**src/rtl/ffa_pkg.sv**
```systemverilog
`default_nettype none
package ffa_pkg;

    // fixed field widths
    localparam int SIZE_W = 12;
    localparam int ADDR_W = 12;
    localparam int HEAP_W = 13;
    localparam int STAT_W = 2;
    localparam int WIDE_W = 14;
    localparam int ENTRY_W = 2 * ADDR_W;

    // heap length in units, tied to the address width above
    localparam int HEAP_UNITS = 4096;

    // result status codes
    localparam logic [STAT_W-1:0] STAT_OK      = 2'd0;
    localparam logic [STAT_W-1:0] STAT_NO_FIT  = 2'd1;
    localparam logic [STAT_W-1:0] STAT_PAST    = 2'd2;
    localparam logic [STAT_W-1:0] STAT_FULL    = 2'd3;

    // request kinds
    localparam logic ACT_ALLOC = 1'b0;
    localparam logic ACT_FREE  = 1'b1;

    // datapath micro-operations
    typedef enum logic [4:0] {
        OP_NONE,
        OP_CFG,
        OP_LOAD,
        OP_INIT,
        OP_DISP,
        OP_RD_K,
        OP_A_CHK,
        OP_A_TAKE,
        OP_REM_RD,
        OP_REM_WR,
        OP_REM_END,
        OP_F_CHK,
        OP_SH_INIT,
        OP_SH_RD,
        OP_SH_WR,
        OP_INS,
        OP_J_RDA,
        OP_J_RDB,
        OP_J_CHK,
        OP_J_SEC,
        OP_OUT
    } dp_op_t;

    typedef struct packed {
        dp_op_t op;
    } dp_cmd_t;

    typedef struct packed {
        logic is_free;
        logic cnt_zero;
        logic bad_free;
        logic fit;
        logic k_more;
        logic ge;
        logic k_gt_p;
        logic split;
        logic j_more;
        logic adj;
        logic p_nz;
        logic out_free;
    } dp_stat_t;

endpackage
`default_nettype wire

```
**src/rtl/ffa_ctrl.sv**
```systemverilog
`default_nettype none
module ffa_ctrl (
    input  wire logic               aclk,
    input  wire logic               aresetn,
    input  wire logic               s_tvalid,
    output logic                    s_tready,
    input  wire logic               cfg_valid,
    output logic                    cfg_ready,
    input  wire ffa_pkg::dp_stat_t  stat,
    output ffa_pkg::dp_cmd_t        cmd
);

    typedef enum logic [23:0] {
        ST_IDLE    = 24'h000001,
        ST_INIT    = 24'h000002,
        ST_DISP    = 24'h000004,
        ST_A_RD    = 24'h000008,
        ST_A_CHK   = 24'h000010,
        ST_A_TAKE  = 24'h000020,
        ST_REM_CHK = 24'h000040,
        ST_REM_RD  = 24'h000080,
        ST_REM_WR  = 24'h000100,
        ST_REM_END = 24'h000200,
        ST_F_RD    = 24'h000400,
        ST_F_CHK   = 24'h000800,
        ST_SH_INIT = 24'h001000,
        ST_SH_CHK  = 24'h002000,
        ST_SH_RD   = 24'h004000,
        ST_SH_WR   = 24'h008000,
        ST_INS     = 24'h010000,
        ST_J_CHK0  = 24'h020000,
        ST_J_RDA   = 24'h040000,
        ST_J_RDB   = 24'h080000,
        ST_J_CHK   = 24'h100000,
        ST_J_END   = 24'h200000,
        ST_J_SEC   = 24'h400000,
        ST_DONE    = 24'h800000
    } state_t;

    state_t state_reg, state_next;
    logic   ret_join_reg, ret_join_next;
    logic   phase_reg, phase_next;

    assign cfg_ready = (state_reg == ST_IDLE);
    assign s_tready  = (state_reg == ST_IDLE) && !cfg_valid;

    // sequencer
    always_comb begin
        state_next    = state_reg;
        ret_join_next = ret_join_reg;
        phase_next    = phase_reg;
        cmd.op        = ffa_pkg::OP_NONE;
        case (state_reg)
            ST_IDLE: begin
                if (cfg_valid) begin
                    cmd.op     = ffa_pkg::OP_CFG;
                    state_next = ST_INIT;
                end else if (s_tvalid) begin
                    cmd.op     = ffa_pkg::OP_LOAD;
                    state_next = ST_DISP;
                end
            end
            ST_INIT: begin
                cmd.op     = ffa_pkg::OP_INIT;
                state_next = ST_IDLE;
            end
            ST_DISP: begin
                cmd.op = ffa_pkg::OP_DISP;
                if (!stat.is_free) begin
                    state_next = stat.cnt_zero ? ST_DONE : ST_A_RD;
                end else if (stat.bad_free) begin
                    state_next = ST_DONE;
                end else begin
                    state_next = stat.cnt_zero ? ST_SH_INIT : ST_F_RD;
                end
            end
            ST_A_RD: begin
                cmd.op     = ffa_pkg::OP_RD_K;
                state_next = ST_A_CHK;
            end
            ST_A_CHK: begin
                cmd.op = ffa_pkg::OP_A_CHK;
                if (stat.fit) begin
                    state_next = ST_A_TAKE;
                end else if (!stat.k_more) begin
                    state_next = ST_DONE;
                end else begin
                    state_next = ST_A_RD;
                end
            end
            ST_A_TAKE: begin
                cmd.op        = ffa_pkg::OP_A_TAKE;
                ret_join_next = 1'b0;
                state_next    = stat.split ? ST_DONE : ST_REM_CHK;
            end
            ST_REM_CHK: begin
                state_next = stat.k_more ? ST_REM_RD : ST_REM_END;
            end
            ST_REM_RD: begin
                cmd.op     = ffa_pkg::OP_REM_RD;
                state_next = ST_REM_WR;
            end
            ST_REM_WR: begin
                cmd.op     = ffa_pkg::OP_REM_WR;
                state_next = ST_REM_CHK;
            end
            ST_REM_END: begin
                cmd.op     = ffa_pkg::OP_REM_END;
                state_next = ret_join_reg ? ST_J_END : ST_DONE;
            end
            ST_F_RD: begin
                cmd.op     = ffa_pkg::OP_RD_K;
                state_next = ST_F_CHK;
            end
            ST_F_CHK: begin
                cmd.op     = ffa_pkg::OP_F_CHK;
                state_next = (stat.ge || !stat.k_more) ? ST_SH_INIT : ST_F_RD;
            end
            ST_SH_INIT: begin
                cmd.op     = ffa_pkg::OP_SH_INIT;
                state_next = ST_SH_CHK;
            end
            ST_SH_CHK: begin
                state_next = stat.k_gt_p ? ST_SH_RD : ST_INS;
            end
            ST_SH_RD: begin
                cmd.op     = ffa_pkg::OP_SH_RD;
                state_next = ST_SH_WR;
            end
            ST_SH_WR: begin
                cmd.op     = ffa_pkg::OP_SH_WR;
                state_next = ST_SH_CHK;
            end
            ST_INS: begin
                cmd.op     = ffa_pkg::OP_INS;
                phase_next = 1'b0;
                state_next = ST_J_CHK0;
            end
            ST_J_CHK0: begin
                state_next = stat.j_more ? ST_J_RDA : ST_J_END;
            end
            ST_J_RDA: begin
                cmd.op     = ffa_pkg::OP_J_RDA;
                state_next = ST_J_RDB;
            end
            ST_J_RDB: begin
                cmd.op     = ffa_pkg::OP_J_RDB;
                state_next = ST_J_CHK;
            end
            ST_J_CHK: begin
                cmd.op        = ffa_pkg::OP_J_CHK;
                ret_join_next = 1'b1;
                state_next    = stat.adj ? ST_REM_CHK : ST_J_END;
            end
            ST_J_END: begin
                state_next = (!phase_reg && stat.p_nz) ? ST_J_SEC : ST_DONE;
            end
            ST_J_SEC: begin
                cmd.op     = ffa_pkg::OP_J_SEC;
                phase_next = 1'b1;
                state_next = ST_J_CHK0;
            end
            ST_DONE: begin
                cmd.op = ffa_pkg::OP_OUT;
                if (stat.out_free) begin
                    state_next = ST_IDLE;
                end
            end
            default: begin
                state_next = ST_INIT;
            end
        endcase
    end

    always_ff @(posedge aclk) begin
        if (!aresetn) begin
            state_reg    <= ST_INIT;
            ret_join_reg <= 1'b0;
            phase_reg    <= 1'b0;
        end else begin
            state_reg    <= state_next;
            ret_join_reg <= ret_join_next;
            phase_reg    <= phase_next;
        end
    end

    // a register write always re-initialises the table next
    a_cfg_init: assert property (@(posedge aclk) disable iff (!aresetn)
        cfg_valid && cfg_ready |=> state_reg == ST_INIT)
        else $error("config write not followed by table init");

    // an accepted word leaves idle
    a_busy: assert property (@(posedge aclk) disable iff (!aresetn)
        s_tvalid && s_tready |=> state_reg == ST_DISP)
        else $error("accepted word not dispatched");

    // the join that returns from a removal only runs for frees
    a_ret: assert property (@(posedge aclk) disable iff (!aresetn)
        state_reg == ST_REM_END && ret_join_reg |-> stat.is_free)
        else $error("join return on an allocate");

endmodule
`default_nettype wire

```
**config.mk**
```make
export PLATFORM = sky130hd
export DESIGN_NAME = ffa_ctrl
export DESIGN_NICKNAME = d
export VERILOG_FILES = /design/src/rtl/ffa_pkg.sv /design/src/rtl/ffa_ctrl.sv
export SDC_FILE = /design/constraint.sdc
export NUM_CORES = 1
export LEC_CHECK = 0
export BUFFER_PORTS_ARGS = -buffer_cell sky130_fd_sc_hd__buf_2
export CORE_ASPECT_RATIO = 0.5
export CORE_MARGIN = 3
export CORE_UTILIZATION = 30
export CTS_CLUSTER_DIAMETER = 200
export DETAILED_ROUTE_END_ITERATION = 12
export PLACE_DENSITY = 0.44
export SYNTH_ARGS = -nofsm -noshare
export SYNTH_HDL_FRONTEND = slang
export SYNTH_SLANG_ARGS = --single-unit
```
**constraint.sdc**
```tcl
create_clock -name aclk -period 3 [get_ports aclk]
set_input_delay 0.45 -clock aclk [delete_from_list [all_inputs] [get_ports aclk]]
set_output_delay 0.45 -clock aclk [all_outputs]
set_load 0.01 [all_outputs]
```
==> results of run 1 <==
==> worst max-delay path: cells and delay by family, from the launching register on <==
family / cells / cell delay (ps)
and+or+nand+nor: 4 / 1690
DFF: 1 / 350
AOI/OAI and AO/OA: 1 / 120
buffers and inverters: 1 / 120
==> worst paths after layout <==
kind                      start       endpoint  cells past startpoint
setup / recovery  state_reg[21]         cmd[1]                      6
hold / removal          stat[5]  state_reg[16]                      2
setup reg to reg  state_reg[21]   state_reg[1]                      5
hold reg to reg       phase_reg  state_reg[22]                      1
==> logic make-up after synthesis <==
group	share of synthesized area
buf+inv	0.05243
xor+xnor	0.03102
compound gates	0.1315
flops	0.3072
simple gates	0.4712
mux	0.006646
==> what timing repair did <==
item | in CTS | in global routing
gates resized for setup | 9 | 4
hold endpoints to repair | 0 | 0
buffers inserted | 0 | 4
hold buffers | 0 | 0
setup endpoints to repair | 3 | 5
pin swaps | 6 | 4
==> layout make-up <==
cell class              count  area share
clock buffers               4     0.04123
inverters                   6     0.01045
repair buffers             47      0.1382
flip-flops and latches     26      0.2451
well taps                  70     0.04065
multi-input cells         161      0.5244
==> power by group <==
| group | internal, W | total, W | switching (W) |
|---|---|---|---|
| sequential | 0.000348 | 0.000353 | 0.00000423 |
| clock | 0.000205 | 0.000336 | 0.000131 |
| combinational | 0.0000615 | 0.000135 | 0.0000739 |
==> routing by layer <==
layer | vias to the layer above | track usage
met5 | - | 0
met4 | 0 | 0.03425
met3 | 7 | 0.05199
met2 | 78 | 0.2295
met1 | 846 | 0.2745
li1 | 869 | -
==> cells in the final DEF, fill, tap and decap left out, types with 4 or more instances in the layout <==
| cell type | netlist | final |
|---|---|---|
| nor3_1 | 7 | 7 |
| and3_1 | 8 | 8 |
| o21ai_0 | 4 | 4 |
| or4_4 | 4 | 6 |
| nor4_1 | 18 | 15 |
| or3_1 | 7 | 5 |
| nor2_1 | 17 | 17 |
| or4_1 | 7 | 5 |
| inv_1 | 6 | 6 |
| buf_2 | 2 | 22 |
| buf_4 | 0 | 25 |
| a21oi_1 | 5 | 5 |
| nand2b_1 | 10 | 10 |
| nand2_1 | 16 | 16 |
| nand4_1 | 4 | 4 |
| dfxtp_1 | 26 | 22 |
| nor4b_1 | 5 | 5 |
==> per-stage QoR <==
stage | cell area [sq um] | worst slack, ps | power (W) | setup TNS [ps]
floorplan | 1694 | 281.3 | 0.0004300 | 0
global placement | 1983 | 217.4 | 0.0004897 | 0
detailed placement | 1983 | 75.19 | 0.0004864 | 0
CTS | 2110 | 0.7090 | 0.0008195 | 0
global route | 2155 | -79.97 | 0.0008543 | -208.1
finish | 2155 | 5.234 | 0.0008237 | 0
==> results.yml, run 1 <==
clock_tree:
  clkLatencyLatePin_ps: 270
  cts-root-buf: "clkbuf_16"
  htreeDepth: 1
  cts.clk_slew.worst_paths_ps: 70
  cts_buffer_depth: 2
  cts.sinks: 26
  cts_tree: "yes"
  cts_buffers: 3
grt:
  gr-total-overflow: 0
  grt_pass1_wl_mm: 8.866
  antenna_found_initial: 0
  grt_max_degree: 15
  track_usage: 0.1748
  grt_pass1_vias: 1667
cells_and_area:
  multi_input_area_sq_um: 1130
  n_antenna_cell: 0
  largest_reg_flops: 24
  fill_cells: 547
  drive_above_1_share: 0.3320
  nNetsFinal: 261
  area_growth_pct: 27.18
  instances_no_fill: 314
  final_core_util: 0.4159
  regArea_sq_um: 528.0
sta:
  finalHoldViolCount: 0
  worst_slew_margin_rel: 0.5556
  fin_hold_ws_ps: 350.2
  fmax_mhz: 333.9
  min_period_over_period: 0.9983
  clock-skew-final_ps: 4.813
  report.final.slew_viol_count: 0
  tightest_slew_ps: 649.8
  rsz0062_at_grt: "true"
  min_period_ps: 2995
  setup_viol: 0
routing:
  wl_per_cell_um: 18.11
  drtPass1Iterations: 6
  postRouteWirelength_mm: 5.687
  ant_nets: 0
  wl_met2_mm: 2.163
  top_layer: "met4"
  vias: 1800
  drt_iter0_drc: 202
  met3_length_um: 643
  met1_length_mm: 2.807
  drc: 0
  via_per_inst: 5.732
yosys:
  synth.avg_cell_area_sq_um: 8.345
  synth_top_flop_cell: "dfxtp_1"
  syn_nets: 219
  ys_top_cells_by_count: "26 x dfxtp_1, 18 x nor4_1, 17 x nor2_1, 16 x nand2_1, 10 x nand2b_1"
  synth_seq_area_share: 0.3072
  synth.area.top_cells: "dfxtp_1 31%, nor4_1 6.6%, nor2_1 3.8%"
  synth_top_area_frac: 0.3072
  yosysMostFrequentCell: "dfxtp_1"
  post_synth_num_cell_types: 50
  synth-edff-count: 0
  synth_top_area_cell: "dfxtp_1"
  synthCells: 203
  ys.warnings.count: 0
  syn_area_sq_um: 1694
  synthArstFlopShare: 0
  synth-seq-cells: 26
placed_design:
  placed_cells: 306
  io_buffers: 22
  dp_hpwl_mm: 4.453
  gp_congestion: 0.9211
critical_path:
  crit_slowest_cell: "or4_4"
  path_max_fanout: 7
  crit_path_frequent_cell: "or4_4"
  worstSetupStartpointType: "flip-flop"
  crit_path_end_kind: "output pin"
  path_cells: "or4_4, or4_4, or3_4, nand4_1, a2111o_1, buf_2"
  cp.arrival_ps: 2540
  r2r_setup_slack_ps: 370
  required_ps: 2550
  slowest_delay_ps: 650
  path_class: "flip-flop to output pin"
job:
  cap_viol_max_count: 0
min_path:
  hold_path_class: "input pin to flip-flop"
die:
  rows: 18
  ios: 23
  die_h_um: 59.14
  core_sq_um: 5180
  start_util: 0.3271
  die_width_um: 112.3
  die_area_sq_um: 6639
pwr:
  irDropWorstVdd_mv: 0.1942
  p_leak_nw: 0.8978
  power_density_nw_per_um2: 382.3
run_status:
  status: "finished clean"
Power figures use the tool's default switching activity.
==> run 2, diff against run 1 <==
==> constraint.sdc (replaced) <==
create_clock -name aclk -period 2.9 [get_ports aclk]
set_input_delay 0.435 -clock aclk [delete_from_list [all_inputs] [get_ports aclk]]
set_output_delay 0.435 -clock aclk [all_outputs]
set_load 0.01 [all_outputs]
==> results.yml, run 2 (synthesis gave the netlist of run 1 again) <==
critical_path:
  slowest_delay_ps: 560
  path_buf_inv: 3
  path_class: "flip-flop to output pin"
  cp.arrival_ps: 2500
  path_cells: "or4_4, buf_4, nor4_1, buf_4, nand4b_1, nand4_1, a2111o_1, buf_2"
  cpLargestDelayFamily: "simple AND/OR/NAND/NOR gates"
  rr_endpoint: "state_reg[12]"
  crit_path_frequent_cell: "buf_4"
  rr_worst_depth: 6
  crit_path_end_kind: "output pin"
  required_ps: 2470
  worstSetupStartpointType: "flip-flop"
  path_max_fanout: 5
  r2r_setup_slack_ps: 200
  r2r_start: "state_reg[13]"
  crit_slowest_cell: "or4_4"
sta:
  finalHoldViolCount: 0
  setup_viol: 2
  clock-skew-final_ps: 3.375
  fmax_mhz: 341.0
  report.final.slew_viol_count: 0
  tightest_slew_ps: 637.2
  min_period_ps: 2932
  worst_slew_margin_rel: 0.5642
  setup_tns_ps: -48.43
  min_period_over_period: 1.011
  rsz0062_at_grt: "true"
  fin_ws_ps: -32.30
  fin_hold_ws_ps: 343.6
min_path:
  hold_path_class: "input pin to flip-flop"
  worstHoldStart: "stat[5]"
  hold_path_end: "state_reg[16]"
  min_path_cells: 2
pwr:
  switching_share: 0.2544
  p_sw_w: 0.0002085
  p_int_w: 0.0006112
  p_total_w: 0.0008197
  irDropWorstVdd_mv: 0.1906
  p_leak_nw: 0.9876
  power_density_nw_per_um2: 358.4
  p_clk_frac: 0.373
  pwr-share-comb: 0.181
  p_seq_frac: 0.446
placed_design:
  placed_cells: 318
  io_buffers: 22
  gp_congestion: 0.8897
  dp_hpwl_mm: 4.566
routing:
  vias: 1889
  met3_length_um: 586
  via_per_inst: 5.724
  wl_met2_mm: 2.288
  wl_per_cell_um: 18.05
  met1_length_mm: 3.054
  postRouteWirelength_mm: 5.957
  drt_iter0_drc: 184
  top_layer: "met4"
  ant_nets: 0
  drc: 0
  drtPass1Iterations: 5
grt:
  grt_pass1_vias: 1700
  antenna_found_initial: 0
  track_usage: 0.1787
  gr-total-overflow: 0
  grt_pass1_wl_mm: 9.225
  grt_max_degree: 14
clock_tree:
  htreeDepth: 1
  hold_buffers: 0
  cts.clk_slew.worst_paths_ps: 60
  cts-root-buf: "clkbuf_16"
  cts_buffer_depth: 2
  cts_tree: "yes"
  clkLatencyLatePin_ps: 260
  cts_buffers: 3
  cts.sinks: 26
cells_and_area:
  final_cell_mix: "41 x buf_4, 24 x dfxtp_1, 22 x buf_2"
  drive_above_1_share: 0.3808
  fill_cells: 539
  regArea_sq_um: 525.5
  nNetsFinal: 278
  n_antenna_cell: 0
  instances_no_fill: 330
  area_growth_pct: 35.01
  layout_commonest_cell: "buf_4"
  largest_reg_flops: 24
  multi_input_area_sq_um: 1147
  final_core_util: 0.4415
die:
  start_util: 0.3271
  die_h_um: 59.14
  core_sq_um: 5180
  rows: 18
  ios: 23
  die_area_sq_um: 6639
  die_width_um: 112.3
run_status:
  status: "finished with violations"
  violations: "negative setup slack"
job:
  cap_viol_max_count: 0
## run 2: through the flow
step | instance area [sq um] | setup WS (ps)
floorplan | 1694 | 196.3
global placement | 2073 | 139.7
detailed placement | 2073 | 70.49
CTS | 2245 | 2.540
global route | 2287 | -61.27
finish | 2287 | -32.30
## run 2: power groups by stage
| stage | combinational [W] | sequential [W] | clock (W) |
|---|---|---|---|
| final | 0.000148 | 0.000366 | 0.000306 |
| after global routing | 0.000160 | 0.000366 | 0.000325 |
| after CTS | 0.000143 | 0.000366 | 0.000314 |
| after detailed placement | 0.000136 | 0.000374 | 0 |
| after global placement | 0.000139 | 0.000374 | 0 |
| after floorplan | 0.0000716 | 0.000373 | 0 |
## run 2: repair_timing
action                                 4_1_cts  5_1_grt
setup endpoints to repair                    4        5
gates resized for setup                     10        6
setup buffers                                7        2
endpoints found under the hold margin        0        0
pin swaps                                   10        4
## run 2: worst max path at each step
stage,startpoint,to,slack [ps],cells past startpoint
after detailed placement,state_reg[16],cmd[2],70,6
after CTS,state_reg[21],cmd[0],3,6
final,state_reg[17],cmd[0],-30,8
after global placement,state_reg[0],cmd[1],140,7
after floorplan,state_reg[4],cmd[0],200,6
after global routing,state_reg[13],cmd[0],-60,6
## run 2: metal layers
| metal | GRT usage | up-vias |
|---|---|---|
| met5 | 0 | - |
| met4 | 0.01712 | 0 |
| met3 | 0.04791 | 6 |
| met2 | 0.2481 | 102 |
| met1 | 0.2803 | 884 |
| li1 | - | 897 |
## run 2: final cells by class
| class | instances | area share |
|---|---|---|
| Clock buffer | 3 | 0.03282 |
| Inverter | 6 | 0.009847 |
| Multi-Input combinational cell | 161 | 0.5016 |
| Sequential cell | 26 | 0.2298 |
| Tap cell | 70 | 0.03829 |
| Timing Repair Buffer | 64 | 0.1876 |
